===== config.mk =====
export PLATFORM = sky130hd
export DESIGN_NAME = heading_steering_controller
export DESIGN_NICKNAME = d
export VERILOG_FILES = /design/src/design/hsc_pkg.sv /design/src/design/hsc_cordic.sv /design/src/design/heading_steering_controller.sv
export SDC_FILE = /design/constraint.sdc
export NUM_CORES = 2
export LEC_CHECK = 0
export BUFFER_PORTS_ARGS = -buffer_cell sky130_fd_sc_hd__buf_2
export CAP_MARGIN = 5
export CORE_ASPECT_RATIO = 1.1
export CORE_MARGIN = 2
export CORE_UTILIZATION = 50
export DETAILED_ROUTE_END_ITERATION = 8
export PLACE_DENSITY_LB_ADDON = 0.25
export SYNTH_ARGS = -nofsm -noshare
export SYNTH_HDL_FRONTEND = slang
export SYNTH_HIERARCHICAL = 1
export SYNTH_SLANG_ARGS = --single-unit

===== constraint.sdc =====
create_clock -name clk_i -period 20.8 [get_ports clk_i]
set_clock_uncertainty 0.1 [all_clocks]
set_input_delay 4.16 -clock clk_i [delete_from_list [all_inputs] [get_ports clk_i]]
set_output_delay 4.16 -clock clk_i [all_outputs]
set_load 0.01 [all_outputs]

===== src/design/hsc_pkg.sv =====
`timescale 1ns / 1ps

package hsc_pkg;

  // Stream payload widths, padded to whole bytes.
  localparam int InTdataW  = 88;
  localparam int OutTdataW = 48;

  // Configuration port.
  localparam int CfgAddrW = 3;
  localparam int CfgDataW = 32;

  localparam logic [CfgAddrW-1:0] RegTargetX  = 3'd0;
  localparam logic [CfgAddrW-1:0] RegTargetY  = 3'd1;
  localparam logic [CfgAddrW-1:0] RegKpGain   = 3'd2;
  localparam logic [CfgAddrW-1:0] RegKdGain   = 3'd3;
  localparam logic [CfgAddrW-1:0] RegMaxSteer = 3'd4;

  // Datapath widths.
  localparam int DiffW = 33;  // target minus pose, Q17.16
  localparam int CordW = 56;  // CORDIC x/y, difference scaled by 2^20 plus gain growth
  localparam int AngW  = 33;  // angle in units of 2^-30 rad
  localparam int ErrW  = 35;  // heading error before rounding

  localparam logic signed [AngW-1:0] HalfPiQ30 = 33'sd1686629713;
  localparam logic signed [ErrW-1:0] PiQ30     = 35'sd3373259426;
  localparam logic signed [ErrW-1:0] TwoPiQ30  = 35'sd6746518852;
  localparam logic signed [23:0]     RadToDeg  = 24'sd3754936;   // 180/pi in Q16

  typedef logic signed [DiffW-1:0] diff_t;
  typedef logic signed [AngW-1:0]  ang_t;

  // Arctangent of 2^-k in units of 2^-30 rad, rounded to nearest.
  function automatic logic [29:0] atan_q30(input logic [4:0] k);
    logic [29:0] v;
    unique case (k)
      5'd0:  v = 30'd843314857;
      5'd1:  v = 30'd497837829;
      5'd2:  v = 30'd263043837;
      5'd3:  v = 30'd133525159;
      5'd4:  v = 30'd67021687;
      5'd5:  v = 30'd33543516;
      5'd6:  v = 30'd16775851;
      5'd7:  v = 30'd8388437;
      5'd8:  v = 30'd4194283;
      5'd9:  v = 30'd2097149;
      5'd10: v = 30'd1048576;
      5'd11: v = 30'd524288;
      5'd12: v = 30'd262144;
      5'd13: v = 30'd131072;
      5'd14: v = 30'd65536;
      5'd15: v = 30'd32768;
      5'd16: v = 30'd16384;
      5'd17: v = 30'd8192;
      5'd18: v = 30'd4096;
      5'd19: v = 30'd2048;
      5'd20: v = 30'd1024;
      5'd21: v = 30'd512;
      5'd22: v = 30'd256;
      5'd23: v = 30'd128;
      5'd24: v = 30'd64;
      5'd25: v = 30'd32;
      5'd26: v = 30'd16;
      5'd27: v = 30'd8;
      5'd28: v = 30'd4;
      5'd29: v = 30'd2;
      5'd30: v = 30'd1;
      5'd31: v = 30'd0;
    endcase
    return v;
  endfunction

endpackage


===== src/design/hsc_cordic.sv =====
`timescale 1ns / 1ps

module hsc_cordic #(
  parameter int CORDIC_STEPS = 18
) (
  input  logic          clk_i,
  input  logic          rst_ni,
  input  logic          start_i,
  input  hsc_pkg::diff_t x_i,
  input  hsc_pkg::diff_t y_i,
  output logic          done_o,
  output hsc_pkg::ang_t  z_o
);
  import hsc_pkg::*;

  localparam int CntW = $clog2(CORDIC_STEPS);
  localparam logic [CntW-1:0] LastCnt = CntW'(CORDIC_STEPS - 1);

  logic                    busy_q;
  logic                    done_q;
  logic [CntW-1:0]         cnt_q;
  logic                    zero_q;
  logic signed [CordW-1:0] x_q, y_q;
  ang_t                    z_q;

  logic signed [CordW-1:0] xs_in, ys_in, x_sh, y_sh;
  ang_t                    z_step;

  always_comb begin
    xs_in  = CordW'(x_i) <<< 20;
    ys_in  = CordW'(y_i) <<< 20;
    x_sh   = x_q >>> cnt_q;
    y_sh   = y_q >>> cnt_q;
    z_step = signed'({3'b000, atan_q30(5'(cnt_q))});
  end

  always_ff @(posedge clk_i or negedge rst_ni) begin
    if (!rst_ni) begin
      busy_q <= 1'b0;
      done_q <= 1'b0;
      cnt_q  <= '0;
    end else begin
      done_q <= 1'b0;
      if (start_i) begin
        busy_q <= 1'b1;
        cnt_q  <= '0;
      end else if (busy_q) begin
        cnt_q <= cnt_q + 1'b1;
        if (cnt_q == LastCnt) begin
          busy_q <= 1'b0;
          done_q <= 1'b1;
        end
      end
    end
  end

  // Vector mode: the left half plane is first rotated by a quarter turn,
  // then each step drives y toward zero and accumulates the angle.
  always_ff @(posedge clk_i) begin
    if (start_i) begin
      zero_q <= (x_i == '0) && (y_i == '0);
      if (x_i < 0) begin
        if (y_i >= 0) begin
          x_q <= ys_in;
          y_q <= -xs_in;
          z_q <= HalfPiQ30;
        end else begin
          x_q <= -ys_in;
          y_q <= xs_in;
          z_q <= -HalfPiQ30;
        end
      end else begin
        x_q <= xs_in;
        y_q <= ys_in;
        z_q <= '0;
      end
    end else if (busy_q) begin
      if (y_q > 0) begin
        x_q <= x_q + y_sh;
        y_q <= y_q - x_sh;
        z_q <= z_q + z_step;
      end else begin
        x_q <= x_q - y_sh;
        y_q <= y_q + x_sh;
        z_q <= z_q - z_step;
      end
    end
  end

  assign done_o = done_q;
  assign z_o    = zero_q ? '0 : z_q;

endmodule


===== src/design/heading_steering_controller.sv =====
`timescale 1ns / 1ps

// Heading steering controller.
// A pose beat on the slave stream (x, y, heading) is turned into one steering
// beat on the master stream. The block forms the vector from the pose to the
// programmed target, finds its bearing with an iterative CORDIC, wraps the
// heading error into plus or minus pi and applies a PD-style law on the error
// and on the previous steer, scaled to degrees and clamped to max_steer.
// The CORDIC unit does one rotation per cycle, and a single shared 25x24
// multiplier then forms the two gain products and the two halves of the
// degree scaling in turn. One pose is processed at a time; s_axis_tready
// is high only while the sequencer is idle, so a new pose is taken only
// once the previous result has been handed to the output register.
// When the receiver stalls, the finished result waits in the output register
// and the sequencer holds before overwriting it; a new pose can still be
// accepted while an earlier result waits. Configuration writes are applied
// at once and must only be issued while the block is idle.
// Reset clears the target and both gains, sets max_steer to 20 degrees and
// clears the remembered steer.
module heading_steering_controller #(
  parameter int CORDIC_STEPS = 18
) (
  input  logic                           clk_i,
  input  logic                           rst_ni,
  // Fields from bit 0: pos_x[31:0], pos_y[63:32], heading[82:64], zero pad.
  input  logic                           s_axis_tvalid,
  output logic                           s_axis_tready,
  input  logic [hsc_pkg::InTdataW-1:0]   s_axis_tdata,
  // Fields from bit 0: steer_deg[21:0], heading_error[40:22], zero pad.
  output logic                           m_axis_tvalid,
  input  logic                           m_axis_tready,
  output logic [hsc_pkg::OutTdataW-1:0]  m_axis_tdata,
  input  logic                           cfg_we_i,
  input  logic [hsc_pkg::CfgAddrW-1:0]   cfg_addr_i,
  input  logic [hsc_pkg::CfgDataW-1:0]   cfg_data_i
);
  import hsc_pkg::*;

  localparam logic [3:0] S_IDLE  = 4'd0;
  localparam logic [3:0] S_DIFF  = 4'd1;
  localparam logic [3:0] S_CGO   = 4'd2;
  localparam logic [3:0] S_CWAIT = 4'd3;
  localparam logic [3:0] S_ERR   = 4'd4;
  localparam logic [3:0] S_WRAP  = 4'd5;
  localparam logic [3:0] S_SAT   = 4'd6;
  localparam logic [3:0] S_M1    = 4'd7;
  localparam logic [3:0] S_M2    = 4'd8;
  localparam logic [3:0] S_M3    = 4'd9;
  localparam logic [3:0] S_M4    = 4'd10;
  localparam logic [3:0] S_M5    = 4'd11;
  localparam logic [3:0] S_M6    = 4'd12;
  localparam logic [3:0] S_RND   = 4'd13;
  localparam logic [3:0] S_OUT   = 4'd14;

  logic [3:0] state_q, state_d;

  // Configuration registers.
  logic signed [31:0] tx_q, ty_q;
  logic signed [23:0] kp_q, kd_q;
  logic [20:0]        max_q;

  // Datapath registers.
  logic signed [31:0] px_q, py_q;
  logic signed [18:0] hd_q;
  diff_t              dx_q, dy_q;
  logic signed [ErrW-1:0] err_q;
  logic signed [18:0] e16_q;
  logic signed [48:0] prod_q;
  logic signed [46:0] acc_q;
  logic signed [61:0] sum_q;
  logic signed [37:0] rnd_q;
  logic signed [21:0] last_q;
  logic               m_valid_q;
  logic signed [21:0] out_steer_q;
  logic signed [18:0] out_err_q;

  logic               in_fire;
  logic               out_free;
  logic               cord_start;
  logic               cord_done;
  ang_t               cord_z;

  logic signed [24:0] mul_a;
  logic signed [23:0] mul_b;
  logic signed [48:0] mul_p;
  logic signed [ErrW-1:0] err_rnd;
  logic signed [37:0] max_ext;
  logic signed [21:0] steer_clamped;

  assign in_fire       = s_axis_tvalid && s_axis_tready;
  assign s_axis_tready = (state_q == S_IDLE);
  assign out_free      = !m_valid_q || m_axis_tready;
  assign cord_start    = (state_q == S_CGO);

  hsc_cordic #(
    .CORDIC_STEPS (CORDIC_STEPS)
  ) u_cordic (
    .clk_i   (clk_i),
    .rst_ni  (rst_ni),
    .start_i (cord_start),
    .x_i     (dx_q),
    .y_i     (dy_q),
    .done_o  (cord_done),
    .z_o     (cord_z)
  );

  // Sequencer.
  always_comb begin
    state_d = state_q;
    unique case (state_q)
      S_IDLE:  if (in_fire) state_d = S_DIFF;
      S_DIFF:  state_d = S_CGO;
      S_CGO:   state_d = S_CWAIT;
      S_CWAIT: if (cord_done) state_d = S_ERR;
      S_ERR:   state_d = S_WRAP;
      S_WRAP:  state_d = S_SAT;
      S_SAT:   state_d = S_M1;
      S_M1:    state_d = S_M2;
      S_M2:    state_d = S_M3;
      S_M3:    state_d = S_M4;
      S_M4:    state_d = S_M5;
      S_M5:    state_d = S_M6;
      S_M6:    state_d = S_RND;
      S_RND:   state_d = S_OUT;
      S_OUT:   if (out_free) state_d = S_IDLE;
      default: state_d = S_IDLE;
    endcase
  end

  // Shared multiplier. The degree scaling splits the shifted PD sum into an
  // unsigned low part of 20 bits and a signed high part.
  always_comb begin
    mul_a = '0;
    mul_b = '0;
    unique case (state_q)
      S_M1: begin
        mul_a = 25'(e16_q);
        mul_b = kp_q;
      end
      S_M2: begin
        mul_a = 25'(last_q);
        mul_b = kd_q;
      end
      S_M4: begin
        mul_a = signed'({5'b00000, acc_q[27:8]});
        mul_b = RadToDeg;
      end
      S_M5: begin
        mul_a = 25'(signed'(acc_q[46:28]));
        mul_b = RadToDeg;
      end
      default: begin
        mul_a = '0;
        mul_b = '0;
      end
    endcase
    mul_p = mul_a * mul_b;
  end

  // Rounding of the error to Q3.16 and the symmetric clamp of the steer.
  always_comb begin
    err_rnd = (err_q + 35'sd8192) >>> 14;
    max_ext = signed'({17'd0, max_q});
    if (rnd_q > max_ext) begin
      steer_clamped = 22'(max_ext);
    end else if (rnd_q < -max_ext) begin
      steer_clamped = 22'(-max_ext);
    end else begin
      steer_clamped = 22'(rnd_q);
    end
  end

  always_ff @(posedge clk_i or negedge rst_ni) begin
    if (!rst_ni) begin
      state_q   <= S_IDLE;
      m_valid_q <= 1'b0;
      last_q    <= '0;
      tx_q      <= '0;
      ty_q      <= '0;
      kp_q      <= '0;
      kd_q      <= '0;
      max_q     <= 21'd1310720;
    end else begin
      state_q <= state_d;
      if (state_q == S_OUT && out_free) begin
        m_valid_q <= 1'b1;
        last_q    <= steer_clamped;
      end else if (m_axis_tready) begin
        m_valid_q <= 1'b0;
      end
      if (cfg_we_i) begin
        unique case (cfg_addr_i)
          RegTargetX:  tx_q  <= signed'(cfg_data_i);
          RegTargetY:  ty_q  <= signed'(cfg_data_i);
          RegKpGain:   kp_q  <= signed'(cfg_data_i[23:0]);
          RegKdGain:   kd_q  <= signed'(cfg_data_i[23:0]);
          RegMaxSteer: max_q <= cfg_data_i[20:0];
          default: ;
        endcase
      end
    end
  end

  always_ff @(posedge clk_i) begin
    if (in_fire) begin
      px_q <= signed'(s_axis_tdata[31:0]);
      py_q <= signed'(s_axis_tdata[63:32]);
      hd_q <= signed'(s_axis_tdata[82:64]);
    end
    unique case (state_q)
      S_DIFF: begin
        dx_q <= DiffW'(tx_q) - DiffW'(px_q);
        dy_q <= DiffW'(ty_q) - DiffW'(py_q);
      end
      S_ERR:  err_q <= ErrW'(cord_z) - (ErrW'(hd_q) <<< 14);
      S_WRAP: begin
        // A single full-turn correction brings the error back toward +-pi.
        if (err_q > PiQ30 || err_q < -PiQ30) begin
          if (err_q < 0) begin
            err_q <= err_q + TwoPiQ30;
          end else begin
            err_q <= err_q - TwoPiQ30;
          end
        end
      end
      S_SAT: begin
        if (err_rnd > 35'sd262143) begin
          e16_q <= 19'sd262143;
        end else if (err_rnd < -35'sd262144) begin
          e16_q <= -19'sd262144;
        end else begin
          e16_q <= 19'(err_rnd);
        end
      end
      S_M1: prod_q <= mul_p;
      S_M2: begin
        acc_q  <= 47'(prod_q);
        prod_q <= mul_p;
      end
      S_M3: acc_q <= acc_q - 47'(prod_q);
      S_M4: prod_q <= mul_p;
      S_M5: begin
        sum_q  <= 62'(prod_q);
        prod_q <= mul_p;
      end
      S_M6:  sum_q <= sum_q + (62'(prod_q) <<< 20);
      S_RND: rnd_q <= 38'((sum_q + 62'sd8388608) >>> 24);
      S_OUT: begin
        if (out_free) begin
          out_steer_q <= steer_clamped;
          out_err_q   <= e16_q;
        end
      end
      default: ;
    endcase
  end

  assign m_axis_tvalid = m_valid_q;
  assign m_axis_tdata  = {7'd0, out_err_q, out_steer_q};

endmodule


==> After elaboration in Yosys (flattened, before gate mapping) <==
Memory sizes are Yosys's and may differ from the RTL's.
Index checks and enable logic that the tools add are counted.
{ "totals": {"memories": 1, "out_inout_bits": 50, "ramBits": 0, "latch_bits": 0, "ff_bits": 753, "rom_bits": 960} }
{ "classes": {"order_cmp": 10, "n_eq_ne": 23, "div": 0, "multipliers": 1, "bitwise": 0, "reduce_logical": 25, "n_mux": 40, "n_shift": 2, "add_sub_neg": 19} }
{ "mem_list": {"columns": ["memory", "words", "word_bits", "read_ports", "rd_ports_with_merged_regs", "wr", "line", "source"], "rows": [
  ["(name not given)", 32, 30, 1, 0, 0, "hsc_pkg.sv:36", "unique case (k)"]
]} }
{ "ops": {"columns": ["operator", "count"], "rows": [
  ["$mux 56", 10],
  ["$mux 33", 6],
  ["$pmux 62 s2", 1],
  ["$add 56x56->56", 2],
  ["$neg 53->56", 2],
  ["$sshr 56x5->56", 2],
  ["$sub 56x56->56", 2],
  ["$pmux 25 s4", 1],
  ["$pmux 47 s2", 1],
  ["$pmux 24 s3", 1],
  ["$mux 35", 2],
  ["$pmux 35 s2", 1],
  ["$logic_not 33->1", 2],
  ["$sub 32x32->33", 2],
  ["$add 62x25->62 const B", 1],
  ["$add 62x62->62", 1],
  ["$pmux 4 s15", 1],
  ["$gt 56x1->1 const B", 1],
  ["$mul 25x24->49", 1],
  ["$sub 47x47->47", 1],
  ["$mux 22", 2],
  ["$gt 38x22->1", 1],
  ["$lt 38x38->1", 1],
  ["$neg 21->38", 1],
  ["38 further kinds", 74]
]} }

==> Logic depth before layout (Yosys ltp) <==
{ "logic_depth": {"word_depth": 5, "ltp_mapped": 35, "ltp_nobuf": 33} }

==> By module <==
Netlist, hierarchy kept.
{ "by_module_without_submodules": {"columns": ["module", "area_each_um2", "cells_each", "seq_area_each_um2", "instances"], "rows": [
  ["heading_steering_controller", 54758.8, 5569, 16618.4, 1],
  ["hsc_cordic", 27934.3, 3338, 4559.4, 1]
]} }

==> Least setup slack after synthesis <==
No wires, ideal clock.
{ "synth_path": {"kind": "register -> register", "startpoint": "register state_q[0]", "endpoint": "register prod_q[48] (data pin)", "path_slack_ns": 11.811, "t_arrival_ns": 8.616, "synth_period_minus_slack_ns": 8.989, "setup_ns": 0.273, "path_buffers": 5, "stages_incl_launch_ff": 33, "cell_sequence": "dfrtp_1 -> clkbuf_1 -> clkbuf_1 -> clkbuf_1 -> nand2_1 -> nor2_1 -> a21o_1 -> clkbuf_1 -> nand2_1 -> inv_1 -> fa_1 -> fa_1 -> inv_1 -> fa_1 -> inv_1 -> fa_1 -> fa_1 -> fa_1 -> inv_1 -> fa_1 -> inv_1 -> ha_1 -> clkbuf_1 -> a21oi_1 -> inv_1 -> a31oi_1 -> o21ai_0 -> a21o_1 -> a21oi_1 -> a21bo_1 -> a21oi_2 -> mux2i_1 -> a221oi_2"} }
{ "synth_between": {"elab_chain_cells": 4, "elab_cells_between_ends": 8, "cone_classes": "mul: 1; eq/ne: 4; mux: 2; reduce/logical: 1"} }
{ "synth_rtl": {"columns": ["element", "line", "source"], "rows": [
  ["from (decl)", "heading_steering_controller.sv:55", "logic [3:0] state_q, state_d;"],
  ["from (signal assigned)", "heading_steering_controller.sv:184", "state_q <= state_d;"],
  ["$eq 4x4->1", "heading_steering_controller.sv:135", "unique case (state_q)"],
  ["$reduce_or 2->1 (no line)", null, null],
  ["$pmux 24 s3", "heading_steering_controller.sv:135", null],
  ["$mul 25x24->49 (*)", "heading_steering_controller.sv:157", "mul_p = mul_a * mul_b;"],
  ["via mul_p[48]", "heading_steering_controller.sv:85", "logic signed [48:0] mul_p;"],
  ["to (signal assigned)", "heading_steering_controller.sv:235", "S_M1: prod_q <= mul_p;"],
  ["to (signal assigned)", "heading_steering_controller.sv:238", "prod_q <= mul_p;"],
  ["to (signal assigned)", "heading_steering_controller.sv:241", "S_M4: prod_q <= mul_p;"],
  ["to (decl)", "heading_steering_controller.sv:68", "logic signed [48:0] prod_q;"]
]} }
Mark *: on every way through the listed nets, which the timed path passes. The rest lies on a longest branch.
A chain may end at the register's enable or synchronous reset.

==> Worst setup path after layout <==
{ "layout_path": {"startpoint": "register u_cordic.cnt_q[0]", "endpoint": "register u_cordic.y_q[53] (data pin)"} }
{ "layout_between": {"elab_chain_cells": 5, "elab_cells_between_ends": 6, "cone_classes": "add/sub: 2; shift: 1; mux: 3"} }
{ "layout_rtl": {"columns": ["element", "line", "source"], "rows": [
  ["from (decl)", "hsc_cordic.sv:21", "logic [CntW-1:0] cnt_q;"],
  ["from (signal assigned)", "hsc_cordic.sv:48", "cnt_q <= cnt_q + 1'b1;"],
  ["$sshr 56x5->56 (*)", "hsc_cordic.sv:32", "x_sh = x_q >>> cnt_q;"],
  ["$add 56x56->56 or $sub 56x56->56 (tied branches)", "hsc_cordic.sv:84, hsc_cordic.sv:80", null],
  ["$mux 56 (*)", "hsc_cordic.sv:78", "if (y_q > 0) begin"],
  ["$mux 56 (*)", "hsc_cordic.sv:77", "end else if (busy_q) begin"],
  ["$mux 56 (*)", "hsc_cordic.sv:60", "if (start_i) begin"],
  ["to (signal assigned)", "hsc_cordic.sv:65", "y_q <= -xs_in;"],
  ["to (signal assigned)", "hsc_cordic.sv:80", "y_q <= y_q - x_sh;"],
  ["to (signal assigned)", "hsc_cordic.sv:84", "y_q <= y_q + x_sh;"],
  ["to (decl)", "hsc_cordic.sv:23", "logic signed [CordW-1:0] x_q, y_q;"]
]} }
Every way passes the cells marked *; elsewhere a longest branch is shown, timed or not. The select of a mux whose other input is x is not followed.

==> metrics.cfg <==
[yosys]
ys_types=118
yosys_warnings=6
yosysTopAreaCell=edfxtp_1
ys_seq_area_frac=0.256
yosys_register_bits=733
syn_area_per_cell_um2=9.28
ys.flop_type=edfxtp_1
synthTopCellsByArea=edfxtp_1 (21%), fa_1 (14%), ha_1 (8.5%)
synth.top_cell.area_share=0.206
synth-edff-count=566
syn_area_um2=82700
async_reset_ff_frac=0.228
syn_inst=8907

[floorplan]
die_y_um=431
coreArea_um2=164000
rows=156
io_pins=178
start_util=0.503
dieArea_um2=169000
die_x_um=392

[final_layout]
layout-drive-gt1-share=0.103
layout_common_cells=nand2_1 (968), inv_1 (958), nor2_1 (604), fa_1 (588), edfxtp_1 (566)
layout.nets=10100
final_common_cell=nand2_1
seq_area_um2=21200
fillers=15000
syn2layout_area_growth_pct=7.08
fin_util=0.539
multi_input_area_um2=56200

[critical_path]
cp-end-kind=register
cp_max_fo=61
r2r_start=u_cordic/cnt_q[0]
reg2reg_to=u_cordic/y_q[53]
r2r_slack_ps=10180
cp_data_arrival_time_ps=10970
r2r_cells=25
required_ps=21150
critPathKind=register to register
start_kind=register

[run]
maxCapViolCount=0

[placed_design]
portBuffers=165
gp_congestion=1.02
pre_cts_ws_ps=10230
place.detailed.hpwl_um=219000

[outcome]
status=finished with violations
violations=slew limit

[sta]
final.setup.worst_slack_ps=10180
maxSlewViolCount=8
final-hold-violation-count=0
maxClockFrequency_ghz=0.0942
relSlewSlack=-0.00893
tns_ps=0
tightest_slew_ps=1510
grt_setup_unrepaired=no
holdWs_ps=378
min_period_over_period=0.511
setup_viol=0
min_period_ps=10620

[global_routing]
antenna_found_initial=18
gr-usage-all-layers=0.328
grt_pass1_vias=68300
grt_first_pass_wirelength_um=420000
grt_max_degree=147
grt.overflow.total=0

[worst_hold_path]
min_to=last_q[19]
min_path_type=register to register
holdCritStartpoint=last_q[19]
hold_path_depth=2

[routing]
drt_iter0_drc=7455
wire_per_inst_um=25.1
drt_first_pass_iters=6
wirelength_um=280000
final_antenna_net_count=0
drc_errors=0
avgViaCountPerCell=6.26
vias=69800

[clock_tree]
insertion_delay_ps=740
cts.path.max_buffers=3
clk_pin_slew_ps=60
cts_max_level=3
cts_root_buf=clkbuf_16
numCtsBuffers=87
cts_setup_buffers=0
cts_tree=done
post_cts_resized=0
cts_hold_buf=0
cts.sink_count=733

[cell usage after synthesis, types with 23 or more instances]
| cell type | number |
|---|---|
| nor4_1 | 50 |
| inv_1 | 960 |
| mux2i_1 | 105 |
| ha_1 | 561 |
| mux4_2 | 162 |
| a21o_1 | 234 |
| xor2_1 | 253 |
| o21ai_0 | 537 |
| o21ai_1 | 27 |
| xnor2_1 | 333 |
| a21oi_1 | 516 |
| a211oi_1 | 48 |
| clkbuf_1 | 283 |
| a31oi_1 | 76 |
| o21a_1 | 78 |
| or2_2 | 36 |
| nand3_1 | 168 |
| nor2_1 | 608 |
| nor3_1 | 116 |
| edfxtp_1 | 566 |
| o21bai_1 | 65 |
| and2_1 | 70 |
| mux2_2 | 197 |
| o31a_1 | 23 |
| dfrtp_1 | 165 |
| or3_1 | 45 |
| fa_1 | 588 |
| o31ai_1 | 60 |
| nand2_1 | 970 |
| nor2b_1 | 111 |
| a22o_1 | 47 |
| nand2b_1 | 81 |
| a22oi_1 | 61 |
| buf_1 | 50 |
| buf_2 | 44 |
| o211ai_1 | 90 |
| nand4_1 | 60 |
| and3_1 | 61 |
[metrics by stage]
step | std cells | area, µm²
finish | 11200 | 88500
global placement | 11000 | 85500
CTS | 11200 | 88500
global route | 11200 | 88500
detailed placement | 11000 | 85500
floorplan | 8913 | 82700
[registers in the layout, indices dropped and copies added, names as in the netlist, 35 cells and up]
name,count
u_cordic/y_q,56
acc_q,47
err_q,35
rnd_q,38
sum_q,42
prod_q,49
u_cordic/x_q,56
[critical path, cell delays in order, from the launching register on]
cell and delay, ps:
dfrtp_4 860, buf_4 870, mux4_2 730, a222oi_1 400, o21ai_1 140, a2111oi_4 490, ha_1 250, inv_1 40
a2111oi_0 490, nand2_1 330, or2_2 440, nor4_1 650, a41oi_1 410, xor2_1 620, ha_1 420, and4_1 200
and3_1 190, nand3_1 140, or3b_2 150, o22ai_1 60, nor3_1 580, o21ai_0 390, o31a_1 420, a2111oi_0 620
or4_1 200, nand3_1 60
[layer usage]
metal  wire, µm  track usage  up-vias  share of wire
met5         72            0        -        0.00026
li1           -            -    31200              -
met4      17400        0.174       12          0.062
met2     128000        0.518     3361           0.46
met1     108000        0.421    34400           0.39
met3      26700       0.0738      828          0.095
[how the worst max path moves through the flow]
stage / slack (ps) / cells after the start / to / start
after global placement: 10290 / 28 / prod_q[48] / state_q[2]
after detailed placement: 10230 / 28 / prod_q[48] / state_q[2]
after floorplan: 11810 / 32 / prod_q[48] / state_q[0]
after CTS: 10180 / 28 / prod_q[48] / state_q[2]
final: 10180 / 25 / u_cordic/y_q[53] / u_cordic/cnt_q[0]
after global routing: 9590 / 28 / prod_q[48] / state_q[2]
[cell type report]
type                       count  area share
sequential                   733       0.239
tap                         2212      0.0313
timing repair buffer         280      0.0193
clock buffer                 111      0.0269
clock inverter                53     0.00691
antenna                        4    0.000113
inverter                     966      0.0410
multi-input combinational   6801       0.635
[cells by family (layout without fill, tap and decap cells)]
logic type | count (synthesis) | after routing | synth area share
simple gates | 2474 | 2474 | 0.138
flops | 733 | 733 | 0.256
xor+xnor | 586 | 586 | 0.0621
fa+ha+maj | 1149 | 1149 | 0.227
compound gates | 2115 | 2115 | 0.165
other cells | 1 | 11 | 0.0000453
mux | 470 | 470 | 0.0854
buf+inv | 1379 | 1410 | 0.0660
Power is not shown: default switching activity piles up to over one toggle a cycle in this logic, so the estimate is an artifact.
